## config.mk

```make
export PLATFORM = sky130hd
export DESIGN_NAME = sorted_unique_set_table_top
export DESIGN_NICKNAME = d
export VERILOG_FILES = /design/src/rtl/sust_pkg.sv /design/src/rtl/sust_ctrl.sv /design/src/rtl/sust_datapath.sv /design/src/rtl/sorted_unique_set_table_top.sv
export SDC_FILE = /design/constraint.sdc
export NUM_CORES = 2
export LEC_CHECK = 0
export BUFFER_PORTS_ARGS = -buffer_cell sky130_fd_sc_hd__buf_2
export CAP_MARGIN = 20
export CORE_MARGIN = 4
export CORE_UTILIZATION = 35
export CTS_BUF_LIST = sky130_fd_sc_hd__clkbuf_16
export CTS_CLUSTER_SIZE = 16
export DETAILED_ROUTE_END_ITERATION = 10
export PLACE_DENSITY = 0.48
export SYNTH_ARGS = -nofsm -noshare
export SYNTH_HDL_FRONTEND = slang
export SYNTH_SLANG_ARGS = --single-unit
```

## constraint.sdc

```tcl
create_clock -name clock -period 11.4 [get_ports clock]
set_input_delay 2.85 -clock clock [delete_from_list [all_inputs] [get_ports clock]]
set_output_delay 2.85 -clock clock [all_outputs]
set_load 0.1 [all_outputs]
```

## src/rtl/sust_pkg.sv

```systemverilog
// Shared types and constants for the sorted set table.
// No dependencies; used by controller, datapath and top level.
package sust_pkg;

   // port widths
   localparam int REQ_TYPE_W = 2;
   localparam int VALUE_W    = 32;
   localparam int POSITION_W = 6;
   localparam int COUNT_W    = 7;

   // parameter defaults
   localparam int DEFAULT_CAPACITY    = 64;
   localparam int DEFAULT_VALUE_WIDTH = 32;

   typedef enum logic [REQ_TYPE_W-1:0] {
      REQ_INSERT   = 2'd0,
      REQ_ERASE    = 2'd1,
      REQ_CONTAINS = 2'd2,
      REQ_GET      = 2'd3
   } req_kind_type;

   typedef enum logic [2:0] {
      PTR_HOLD,
      PTR_ZERO,
      PTR_INC,
      PTR_DEC,
      PTR_COUNT
   } ptr_op_type;

   typedef enum logic [1:0] {
      RD_AT_PTR,
      RD_BELOW_PTR,
      RD_ABOVE_PTR,
      RD_AT_POS
   } rd_sel_type;

   typedef enum logic {
      WR_FROM_READ,
      WR_FROM_VALUE
   } wr_sel_type;

   typedef enum logic [1:0] {
      CNT_HOLD,
      CNT_INC,
      CNT_DEC
   } cnt_op_type;

   typedef struct packed {
      logic       load;
      ptr_op_type ptr_op;
      logic       hole_capture;
      logic       rd_en;
      rd_sel_type rd_sel;
      logic       wr_en;
      wr_sel_type wr_sel;
      cnt_op_type cnt_op;
      logic       rsp_en;
      logic       rsp_success;
      logic       rsp_full;
      logic       rsp_take_read;
   } cmd_type;

   typedef struct packed {
      req_kind_type kind;
      logic         ptr_at_count;
      logic         ptr_at_hole;
      logic         ptr_next_at_count;
      logic         store_full;
      logic         rd_greater;
      logic         rd_equal;
      logic         pos_valid;
   } status_type;

endpackage

```

## src/rtl/sust_ctrl.sv

```systemverilog
// Sequencer for the sorted set table: scan, shift and respond control.
// Depends on sust_pkg; drives the datapath only through cmd/status.
module sust_ctrl (
   input  logic                 clock,
   input  logic                 reset,
   input  logic                 start,
   output logic                 busy,
   output sust_pkg::cmd_type    cmd,
   input  sust_pkg::status_type status
);

   typedef enum logic [3:0] {
      ST_IDLE,
      ST_SCAN,
      ST_COMPARE,
      ST_INS_CHK,
      ST_INS_WR,
      ST_ERA_CHK,
      ST_ERA_WR,
      ST_GET_RSP
   } state_type;

   state_type state_ff, state_in;
   logic      busy_ff, busy_in;

   assign busy = busy_ff;

   always_comb begin
      cmd          = '0;
      cmd.ptr_op   = sust_pkg::PTR_HOLD;
      cmd.rd_sel   = sust_pkg::RD_AT_PTR;
      cmd.wr_sel   = sust_pkg::WR_FROM_READ;
      cmd.cnt_op   = sust_pkg::CNT_HOLD;
      state_in     = state_ff;

      unique case (state_ff)
         ST_IDLE: begin
            if (start) begin
               cmd.load   = 1'b1;
               cmd.ptr_op = sust_pkg::PTR_ZERO;
               state_in   = ST_SCAN;
            end
         end
         ST_SCAN: begin
            if (status.kind == sust_pkg::REQ_GET) begin
               if (status.pos_valid) begin
                  cmd.rd_en  = 1'b1;
                  cmd.rd_sel = sust_pkg::RD_AT_POS;
                  state_in   = ST_GET_RSP;
               end else begin
                  cmd.rsp_en = 1'b1;
                  state_in   = ST_IDLE;
               end
            end else if (status.ptr_at_count) begin
               // value absent: ran off the end
               if (status.kind == sust_pkg::REQ_INSERT) begin
                  if (status.store_full) begin
                     cmd.rsp_en   = 1'b1;
                     cmd.rsp_full = 1'b1;
                     state_in     = ST_IDLE;
                  end else begin
                     cmd.hole_capture = 1'b1;
                     cmd.ptr_op       = sust_pkg::PTR_COUNT;
                     state_in         = ST_INS_CHK;
                  end
               end else begin
                  cmd.rsp_en = 1'b1;
                  state_in   = ST_IDLE;
               end
            end else begin
               cmd.rd_en  = 1'b1;
               cmd.rd_sel = sust_pkg::RD_AT_PTR;
               state_in   = ST_COMPARE;
            end
         end
         ST_COMPARE: begin
            if (status.rd_greater) begin
               cmd.ptr_op = sust_pkg::PTR_INC;
               state_in   = ST_SCAN;
            end else if (status.rd_equal) begin
               unique case (status.kind) inside
                  sust_pkg::REQ_ERASE: begin
                     state_in = ST_ERA_CHK;
                  end
                  sust_pkg::REQ_CONTAINS: begin
                     cmd.rsp_en      = 1'b1;
                     cmd.rsp_success = 1'b1;
                     state_in        = ST_IDLE;
                  end
                  default: begin
                     // duplicate insert
                     cmd.rsp_en = 1'b1;
                     state_in   = ST_IDLE;
                  end
               endcase
            end else begin
               // smaller entry reached: value absent, ptr is the slot
               unique case (status.kind) inside
                  sust_pkg::REQ_INSERT: begin
                     if (status.store_full) begin
                        cmd.rsp_en   = 1'b1;
                        cmd.rsp_full = 1'b1;
                        state_in     = ST_IDLE;
                     end else begin
                        cmd.hole_capture = 1'b1;
                        cmd.ptr_op       = sust_pkg::PTR_COUNT;
                        state_in         = ST_INS_CHK;
                     end
                  end
                  sust_pkg::REQ_ERASE, sust_pkg::REQ_CONTAINS: begin
                     cmd.rsp_en = 1'b1;
                     state_in   = ST_IDLE;
                  end
                  default: begin
                     cmd.rsp_en = 1'b1;
                     state_in   = ST_IDLE;
                  end
               endcase
            end
         end
         ST_INS_CHK: begin
            if (status.ptr_at_hole) begin
               cmd.wr_en       = 1'b1;
               cmd.wr_sel      = sust_pkg::WR_FROM_VALUE;
               cmd.cnt_op      = sust_pkg::CNT_INC;
               cmd.rsp_en      = 1'b1;
               cmd.rsp_success = 1'b1;
               state_in        = ST_IDLE;
            end else begin
               cmd.rd_en  = 1'b1;
               cmd.rd_sel = sust_pkg::RD_BELOW_PTR;
               state_in   = ST_INS_WR;
            end
         end
         ST_INS_WR: begin
            cmd.wr_en  = 1'b1;
            cmd.wr_sel = sust_pkg::WR_FROM_READ;
            cmd.ptr_op = sust_pkg::PTR_DEC;
            state_in   = ST_INS_CHK;
         end
         ST_ERA_CHK: begin
            if (status.ptr_next_at_count) begin
               cmd.cnt_op      = sust_pkg::CNT_DEC;
               cmd.rsp_en      = 1'b1;
               cmd.rsp_success = 1'b1;
               state_in        = ST_IDLE;
            end else begin
               cmd.rd_en  = 1'b1;
               cmd.rd_sel = sust_pkg::RD_ABOVE_PTR;
               state_in   = ST_ERA_WR;
            end
         end
         ST_ERA_WR: begin
            cmd.wr_en  = 1'b1;
            cmd.wr_sel = sust_pkg::WR_FROM_READ;
            cmd.ptr_op = sust_pkg::PTR_INC;
            state_in   = ST_ERA_CHK;
         end
         ST_GET_RSP: begin
            cmd.rsp_en        = 1'b1;
            cmd.rsp_success   = 1'b1;
            cmd.rsp_take_read = 1'b1;
            state_in          = ST_IDLE;
         end
         default: begin
            state_in = ST_IDLE;
         end
      endcase

      busy_in = (state_in != ST_IDLE);
   end

   always_ff @(posedge clock) begin
      if (reset) begin
         state_ff <= ST_IDLE;
         busy_ff  <= 1'b0;
      end else begin
         state_ff <= state_in;
         busy_ff  <= busy_in;
      end
   end

endmodule

```

## src/rtl/sust_datapath.sv

```systemverilog
// Datapath of the sorted set table: value store, pointers, count, result regs.
// Depends on sust_pkg; controlled by sust_ctrl through cmd/status.
module sust_datapath #(
   parameter int CAPACITY    = sust_pkg::DEFAULT_CAPACITY,
   parameter int VALUE_WIDTH = sust_pkg::DEFAULT_VALUE_WIDTH
) (
   input  logic                                clock,
   input  logic                                reset,
   input  sust_pkg::cmd_type                   cmd,
   output sust_pkg::status_type                status,
   input  logic        [sust_pkg::REQ_TYPE_W-1:0] req_type,
   input  logic signed [sust_pkg::VALUE_W-1:0]    req_value,
   input  logic        [sust_pkg::POSITION_W-1:0] req_position,
   output logic                                rsp_valid,
   output logic                                rsp_success,
   output logic                                rsp_full_refused,
   output logic signed [sust_pkg::VALUE_W-1:0]    rsp_read_value,
   output logic        [sust_pkg::COUNT_W-1:0]    rsp_element_count
);

   localparam int IDX_W = $clog2(CAPACITY);
   localparam int CNT_W = $clog2(CAPACITY + 1);
   localparam int CMP_W = (CNT_W > sust_pkg::POSITION_W) ? CNT_W : sust_pkg::POSITION_W;
   localparam logic [CNT_W-1:0] CAP_COUNT = CNT_W'(CAPACITY);
   localparam logic [CNT_W-1:0] ONE       = CNT_W'(1);

   logic [VALUE_WIDTH-1:0] mem [CAPACITY];
   logic [VALUE_WIDTH-1:0] rdata_ff;
   logic [VALUE_WIDTH-1:0] value_ff;
   sust_pkg::req_kind_type kind_ff;
   logic [sust_pkg::POSITION_W-1:0] position_ff;
   logic [CNT_W-1:0]       ptr_ff, ptr_in;
   logic [CNT_W-1:0]       hole_ff;
   logic [CNT_W-1:0]       count_ff, count_in;
   logic [CNT_W-1:0]       ptr_next;
   logic [CNT_W-1:0]       rd_addr_full;
   logic [IDX_W-1:0]       rd_addr;
   logic [IDX_W-1:0]       wr_addr;
   logic [VALUE_WIDTH-1:0] wr_data;

   logic                           rsp_valid_ff;
   logic                           rsp_success_ff;
   logic                           rsp_full_ff;
   logic [sust_pkg::VALUE_W-1:0]   rsp_read_ff;
   logic [sust_pkg::COUNT_W-1:0]   rsp_count_ff;

   assign ptr_next = ptr_ff + ONE;

   always_comb begin
      case (cmd.ptr_op)
         sust_pkg::PTR_ZERO:  ptr_in = '0;
         sust_pkg::PTR_INC:   ptr_in = ptr_next;
         sust_pkg::PTR_DEC:   ptr_in = ptr_ff - ONE;
         sust_pkg::PTR_COUNT: ptr_in = count_ff;
         default:             ptr_in = ptr_ff;
      endcase

      case (cmd.cnt_op)
         sust_pkg::CNT_INC: count_in = count_ff + ONE;
         sust_pkg::CNT_DEC: count_in = count_ff - ONE;
         default:           count_in = count_ff;
      endcase

      case (cmd.rd_sel)
         sust_pkg::RD_BELOW_PTR: rd_addr_full = ptr_ff - ONE;
         sust_pkg::RD_ABOVE_PTR: rd_addr_full = ptr_next;
         sust_pkg::RD_AT_POS:    rd_addr_full = CNT_W'(position_ff);
         default:                rd_addr_full = ptr_ff;
      endcase
   end

   assign rd_addr = rd_addr_full[IDX_W-1:0];
   assign wr_addr = ptr_ff[IDX_W-1:0];
   assign wr_data = (cmd.wr_sel == sust_pkg::WR_FROM_VALUE) ? value_ff : rdata_ff;

   // single-port-style store: one write, one registered read per cycle
   always_ff @(posedge clock) begin
      if (cmd.wr_en) begin
         mem[wr_addr] <= wr_data;
      end
      if (cmd.rd_en) begin
         rdata_ff <= mem[rd_addr];
      end
   end

   // request capture, pointers and result payload (no reset)
   always_ff @(posedge clock) begin
      if (cmd.load) begin
         value_ff    <= VALUE_WIDTH'($unsigned(req_value));
         kind_ff     <= sust_pkg::req_kind_type'(req_type);
         position_ff <= req_position;
      end
      ptr_ff <= ptr_in;
      if (cmd.hole_capture) begin
         hole_ff <= ptr_ff;
      end
      rsp_success_ff <= cmd.rsp_success;
      rsp_full_ff    <= cmd.rsp_full;
      rsp_read_ff    <= cmd.rsp_take_read ? sust_pkg::VALUE_W'(rdata_ff) : '0;
      rsp_count_ff   <= sust_pkg::COUNT_W'(count_in);
   end

   always_ff @(posedge clock) begin
      if (reset) begin
         count_ff     <= '0;
         rsp_valid_ff <= 1'b0;
      end else begin
         count_ff     <= count_in;
         rsp_valid_ff <= cmd.rsp_en;
      end
   end

   always_comb begin
      status.kind              = kind_ff;
      status.ptr_at_count      = (ptr_ff == count_ff);
      status.ptr_at_hole       = (ptr_ff == hole_ff);
      status.ptr_next_at_count = (ptr_next == count_ff);
      status.store_full        = (count_ff == CAP_COUNT);
      status.rd_greater        = ($signed(rdata_ff) > $signed(value_ff));
      status.rd_equal          = (rdata_ff == value_ff);
      status.pos_valid         = (CMP_W'(position_ff) < CMP_W'(count_ff));
   end

   assign rsp_valid         = rsp_valid_ff;
   assign rsp_success       = rsp_success_ff;
   assign rsp_full_refused  = rsp_full_ff;
   assign rsp_read_value    = $signed(rsp_read_ff);
   assign rsp_element_count = rsp_count_ff;

endmodule

```

## src/rtl/sorted_unique_set_table_top.sv

```systemverilog
// Top level of the sorted set table: sequencer plus datapath.
// Depends on sust_pkg, sust_ctrl and sust_datapath.
//
// A set of distinct signed values kept in descending order (rank 0 is
// the largest). Each request is insert, erase, contains or get-by-rank.
// Request channel: a request is taken on a rising edge with start high
//   and busy low; req_type, req_value and req_position are sampled then.
// Result channel: exactly one result per request, shown for one cycle
//   with rsp_valid high. The receiver cannot stall; it must take it.
// Sequencing: one request in flight at a time. The store is a memory
//   with a single registered read port, so each entry compared takes a
//   read in ST_SCAN and a compare in ST_COMPARE, and each entry moved
//   takes a read in ST_INS_CHK or ST_ERA_CHK and a write in ST_INS_WR or
//   ST_ERA_WR. A get reads the entry at the rank when the rank is below
//   the count and then responds; an insert shifts the entries below its
//   slot down and writes the value into the hole; an erase shifts the
//   entries after the match up.
//   busy drops in the cycle rsp_valid is shown, so the next request can be
//   taken in that same cycle.
// Reset: synchronous, active high; clears the count and the controller.
//   Store contents are left as they are and only entries below the count
//   are ever read.
module sorted_unique_set_table_top #(
   parameter int CAPACITY    = sust_pkg::DEFAULT_CAPACITY,
   parameter int VALUE_WIDTH = sust_pkg::DEFAULT_VALUE_WIDTH
) (
   input  logic                                   clock,
   input  logic                                   reset,
   input  logic                                   start,
   output logic                                   busy,
   input  logic        [sust_pkg::REQ_TYPE_W-1:0] req_type,
   input  logic signed [sust_pkg::VALUE_W-1:0]    req_value,
   input  logic        [sust_pkg::POSITION_W-1:0] req_position,
   output logic                                   rsp_valid,
   output logic                                   rsp_success,
   output logic                                   rsp_full_refused,
   output logic signed [sust_pkg::VALUE_W-1:0]    rsp_read_value,
   output logic        [sust_pkg::COUNT_W-1:0]    rsp_element_count
);

   sust_pkg::cmd_type    cmd;
   sust_pkg::status_type status;

   // sequencer: walks the scan / shift loops one entry at a time
   sust_ctrl u_ctrl (
      .clock  (clock),
      .reset  (reset),
      .start  (start),
      .busy   (busy),
      .cmd    (cmd),
      .status (status)
   );

   // store, pointers, count and result registers
   sust_datapath #(
      .CAPACITY    (CAPACITY),
      .VALUE_WIDTH (VALUE_WIDTH)
   ) u_datapath (
      .clock             (clock),
      .reset             (reset),
      .cmd               (cmd),
      .status            (status),
      .req_type          (req_type),
      .req_value         (req_value),
      .req_position      (req_position),
      .rsp_valid         (rsp_valid),
      .rsp_success       (rsp_success),
      .rsp_full_refused  (rsp_full_refused),
      .rsp_read_value    (rsp_read_value),
      .rsp_element_count (rsp_element_count)
   );

endmodule

```

# [Word level (Yosys, flattened, before mapping)]
# Memory sizes are Yosys's and may differ from the RTL's. A register that Yosys moved wholly into a read port is not among the register bits.
# Cells that the tools add are included.
[totals] regBits=108 ram_bits=2048 inputBits=43 out_inout_bits=43 wordCells=106 memories=1
[memory_table] name="u_datapath.mem" words=64 width=32 rd=1 rd_clocked_by_memory_dff=1 wr=1 line_no="sust_datapath.sv:27" text="logic [VALUE_WIDTH-1:0] mem [CAPACITY];"
[classes] n_addsub=4 n_lt_le_gt_ge=2 eq_ne=24 muxes=57 n_reduce_logical=5
[ops] operator="$mux 4" n=13
[ops] operator="$mux 3" n=11
[ops] operator="$eq 32x32->1" n=1
[ops] operator="$gt 32x32->1" n=1
[ops] operator="$mux 32" n=1
[ops] operator="$pmux 4 s7" n=1
[ops] operator="$pmux 7 s4" n=1
[ops] operator="$eq 7x7->1" n=3
[ops] operator="$mux 1" n=18
[ops] operator="$pmux 6 s3" n=1
[ops] operator="$eq 4x3->1 const B" n=4
[ops] operator="$pmux 3 s5" n=1
[ops] operator="$add 7x1->7 const B" n=2
[ops] operator="$pmux 7 s2" n=1
[ops] operator="$sub 7x1->7 const B" n=2
[ops] operator="$eq 2x2->1 const B" n=5
[ops] operator="$pmux 3 s3" n=1
[ops] operator="$eq 4x2->1 const B" n=2
[ops] operator="$pmux 2 s2" n=2
[ops] operator="$reduce_bool 4->1" n=2
[ops] operator="$eq 7x7->1 const B" n=1
[ops] operator="$lt 6x7->1" n=1
[ops] operator="$eq 2x1->1 const B" n=3
[ops] operator="$eq 3x2->1 const B" n=2
[ops] operator="11 further kinds" n=12

# [Logic depth before layout (Yosys ltp)]
[logic_depth] ltp_word=8 ltp_mapped=21 mapped_depth_nobuf=20

# [Cells and area by module]
# From an unflattened synthesis, not the netlist that was laid out.
[unflattened] hier_cells=7365 area_unflattened_um2=93599.8
[modules_own_cells] mod="sust_datapath" n_inst=1 cells_per_inst=7284 area_each_um2=93000.4
[modules_own_cells] mod="sust_ctrl" n_inst=1 cells_per_inst=81 area_each_um2=599.3

# [Worst setup path after synthesis]
# No wires, ideal clock.
[synth_path] path_kind="reg-to-reg" startpoint="reg u_datapath.ptr_ff[1]" endpoint="mem u_datapath.mem[0][1] (netlist name) (data pin)" setup_ns=0.702 arrival_time_ns=4.311 t_required_ns=10.698 slack_ns=6.388 stages_incl_launch_ff=9 n_path_buf=3 synth_period_minus_slack_ns=5.012 path_cell_list="edfxtp_1 -> clkbuf_1 -> xnor2_1 -> nand4_1 -> nor4_1 -> nand2_1 -> clkbuf_1 -> clkbuf_1 -> o21ai_0"
[synth_via] elab_chain_len=4
[synth_rtl] element="start: declaration" line_no="sust_datapath.sv:32" text="logic [CNT_W-1:0] ptr_ff, ptr_in;"
[synth_rtl] element="start signal: assignment" line_no="sust_datapath.sv:93" text="ptr_ff <= ptr_in;"
[synth_rtl] element="$eq 7x7->1" line_no="sust_datapath.sv:116" text="status.ptr_at_hole = (ptr_ff == hole_ff);"
[synth_rtl] element="$mux 6" line_no="sust_ctrl.sv:122" text="if (status.ptr_at_hole) begin"
[synth_rtl] element="$pmux 2 s2" line_no="sust_ctrl.sv:36" text="unique case (state_ff)"
[synth_rtl] element="$mux 32" line_no="sust_datapath.sv:74" text="assign wr_data = (cmd.wr_sel == sust_pkg::WR_FROM_VALUE) ? value_ff : rdata_ff;"
[synth_rtl] element="net u_datapath.wr_data[1]" line_no="sust_datapath.sv:39" text="logic [VALUE_WIDTH-1:0] wr_data;"
[synth_rtl] element="end: declaration" line_no="sust_datapath.sv:27"
# The timed path passes the listed nets, and every way through them passes these cells.

# [Final worst setup path]
[layout_path] startpoint="reg u_datapath.ptr_ff[0]" endpoint="reg u_datapath.rdata_ff[22] (read register of u_datapath.mem) (data pin)"
[layout_via] elab_chain_len=6
[layout_rtl] element="$add 7x1->7" line_no="sust_datapath.sv:47" text="assign ptr_next = ptr_ff + ONE;"
[layout_rtl] element="$eq 7x7->1" line_no="sust_datapath.sv:117" text="status.ptr_next_at_count = (ptr_next == count_ff);"
[layout_rtl] element="$mux 3" line_no="sust_ctrl.sv:142" text="if (status.ptr_next_at_count) begin"
[layout_rtl] element="$pmux 3 s3" line_no="sust_ctrl.sv:36"
[layout_rtl] element="$eq 2x2->1 or $eq 2x1->1 (tied branches)" line_no="sust_datapath.sv:64" text="case (cmd.rd_sel)"
[layout_rtl] element="$pmux 6 s3" line_no="sust_datapath.sv:64"
[layout_rtl] element="end: declaration" line_no="sust_datapath.sv:28" text="logic [VALUE_WIDTH-1:0] rdata_ff;"
# Parallel ways exist; a longest one is shown, timed or not.
# A chain may end at the register's enable or synchronous reset.

==> run_results.csv <==
group,metric,value,unit
clock_network,cts_resized,0,
global_routing,antenna_found_initial,19,
setup_path,slowest_stage,"a311oi_4",
cells_and_area,fin_cells,10112,
sta,fin_crit,6.97,ns
setup_path,endpoint_kind,"register",
job,cap_violations,0,
outcome,outcome,"finished, final reports clean",
logic_synthesis,synth_top_area_cell,"edfxtp_1",
global_routing,grt_pass1_wl,410000,um
cells_and_area,area_growth,14.5,%
setup_path,cp_data_required_time,12.08,ns
global_routing,grtUsageTotal,22.1,%
setup_path,crit_type,"reg -> reg",
logic_synthesis,synth_area,87900,sq um
cells_and_area,final_core_util,40.4,%
power_and_ir_drop,power.density,166,nW/um^2
placed_design,port_buffers,85,
clock_network,clk_pin_slew,0.06,ns
logic_synthesis,ys_dominant_reg_cell,"edfxtp_1",
floorplanning,die_w,509,um
cells_and_area,final_nets,6670,
drt,wl_per_cell,29.0,um
logic_synthesis,post_synth.cell_area_avg,13.6,sq um
sta,maxSlewHeadroom,23.3,%
placed_design,gp_congestion,0.863,
global_routing,overflow,0,
floorplanning,io_pins,86,
logic_synthesis,yosys-top-cells-count,"edfxtp_1, nand2_1, nand3_1",
sta,hold_viol,0,
global_routing,grt_pass1_vias,52308,
clock_network,cts_max_level,4,
global_routing,grt_max_degree,157,
power_and_ir_drop,irDropWorstVdd,168,uV
logic_synthesis,ys_ff_latch,2188,
setup_path,crit_path_max_fanout,22,
setup_path,crit_chain,"ha_1 > and3_1 > xnor3_1 > or4_4 > o211ai_1 > mux2_2 > a221o_2 > buf_4 > nand3_1 > buf_4 > o22ai_1 > a311oi_4 > o211ai_1 > o21ai_0",
setup_path,start_kind,"register",
power_and_ir_drop,p_total,16.7,mW
logic_synthesis,yosysMostFrequentCell,"edfxtp_1",
setup_path,path_delay_family,"compound AO/OA/AOI/OAI gates",
logic_synthesis,yosys.area.top_type_share,72.9,%
clock_network,root_buffer,"clkbuf_16",
clock_network,clock-sinks,2188,
power_and_ir_drop,leakagePower,35.0,nW
setup_path,slowest_delay,0.95,ns
logic_synthesis,ys_seq_area_share,74.1,%
setup_path,arrival,7.65,ns
floorplanning,die_area,259000,sq um
drt,antenna_left,0,
logic_synthesis,synth.distinct_cells,81,
sta,setup-violations-final,0,
floorplanning,start_util,35.3,%
sta,tns,0,ns
clock_network,cts_setup_buffers,0,
clock_network,cts_inserted_buffers,225,
floorplanning,core_region_area,249000,sq um
drt,viasPerCell,5.47,
logic_synthesis,yosysWarnings,0,
sta,max_freq,0.143,GHz
placed_design,dpl_cell_area,93500,sq um
floorplanning,die_h,509,um
drt,drc,0,
drt,wirelength,294000,um
setup_path,cp_num_buf_inv,2,
clock_network,cts_tree,"yes",
sta,max_slew.worst_pin.slew,1.14,ns
logic_synthesis,synthArstFlopShare,0,%
clock_network,max-clock-path-buffers,3,
sta,fin_skew,0.0336,ns
sta,final-max-slew-violation-count,0,
placed_design,hpwl,163000,um
hold_path,hold_path.class,"reg -> reg",
clock_network,insertion_delay,0.88,ns
sta,rsz0062_at_grt,"false",
clock_network,ctsHoldBuffers,0,
cells_and_area,stdcell_area,101000,sq um
logic_synthesis,synth_edf_count,2134,
logic_synthesis,synth_area_leaders,"edfxtp_1, nand2_1, mux2i_1",
floorplanning,num_rows,183,
drt,dr.pass1.iters,6,
drt,drt_iter0_drc,6504,
logic_synthesis,syn_nets,6544,
sta,min_period_over_period,61.2,%
drt,vias,55302,
logic_synthesis,syn_inst,6455,
placed_design,place_inst,9683,
cells_and_area,drive_gt1_share,11.9,%
==> cells in the final DEF (no fill, tap or decap), drive strengths merged, types with 25 or more instances in the layout <==
master,Yosys,final
edfxtp,2134,2134
nand2,1701,1701
nand3,609,609
mux2i,313,313
buf,228,295
clkbuf,168,230
a21oi,194,194
nor2,158,158
clkinv,0,112
and3,108,108
inv,52,101
a31oi,79,79
a32oi,72,72
a311oi,69,69
o21ai,67,67
dfxtp,54,54
ha,45,45
nor3,35,35
and2,33,33
o221ai,29,29
a21o,25,25
==> worst paths after layout <==
kind | end | slack, ns | from | depth (start not counted)
min | u_datapath.rsp_read_value[12]$_SDFF_PN0_ | 0.57 | u_datapath.rdata_ff[12]$_DFFE_PP_ | 1
min reg2reg | u_datapath.rsp_read_value[12]$_SDFF_PN0_ | 0.57 | u_datapath.rdata_ff[12]$_DFFE_PP_ | 1
max reg2reg | u_datapath.rdata_ff[22]$_DFFE_PP_ | 4.43 | u_datapath.ptr_ff[0]$_DFFE_PP_ | 14
max | u_datapath.rdata_ff[22]$_DFFE_PP_ | 4.43 | u_datapath.ptr_ff[0]$_DFFE_PP_ | 14
==> power by group <==
part           internal [mW]  switching (mW)  total (mW)
sequential              8.75          0.0182        8.77
clock                   4.07            3.14        7.22
combinational          0.195           0.548       0.743
total                   13.0            3.71        16.7
==> state kept, by name (all words and copies together) (netlist names), 4 cells and up <==
signal and cells:
u_datapath.ptr_ff 7, u_ctrl.state_ff 4, u_datapath.mem 2048, u_datapath.count_ff 7
u_datapath.rdata_ff 32, u_datapath.rsp_read_value 32, u_datapath.position_ff 6, u_datapath.hole_ff 7
u_datapath.value_ff 32, u_datapath.rsp_element_count 7
==> layout make-up <==
type                       count  area [sq um]
inverter                      52           195
clock buffer                 230          5760
fill                       23024        149000
timing repair buffer         295          2200
multi-input combinational   3819         21800
clock inverter               188          1440
tap                         3330          4170
sequential                  2188         65200
antenna                       10          25.0
==> cells by family (layout without fill, tap and decap cells) <==
| group | Yosys count | after routing | share of synthesized area [%] |
|---|---|---|---|
| xor+xnor | 31 | 31 | 0.324 |
| simple gates | 2718 | 2718 | 13.2 |
| buf+inv | 448 | 765 | 2.35 |
| flops | 2188 | 2188 | 74.1 |
| other cells | 1 | 11 | 0.00426 |
| compound gates | 686 | 686 | 5.48 |
| fa+ha+maj | 46 | 46 | 0.663 |
| mux | 337 | 337 | 3.87 |
==> metrics by stage <==
step / worst slack, ns / hold WS, ns
floorplan: 6.39 / 0.428
global placement: 2.87 / 0.554
detailed placement: 4.45 / 0.548
CTS: 4.41 / 0.562
global route: 4.26 / 0.583
finish: 4.43 / 0.571
==> layer usage <==
layer	track usage [%]	wire [um]	part of all wire [%]
met4	6.87	8520	2.9
met3	3.23	20900	7.1
met5	0	13	0.0044
met2	34.9	135000	46
met1	31.5	129000	44
No activity file was read; power rests on OpenSTA's default activity.
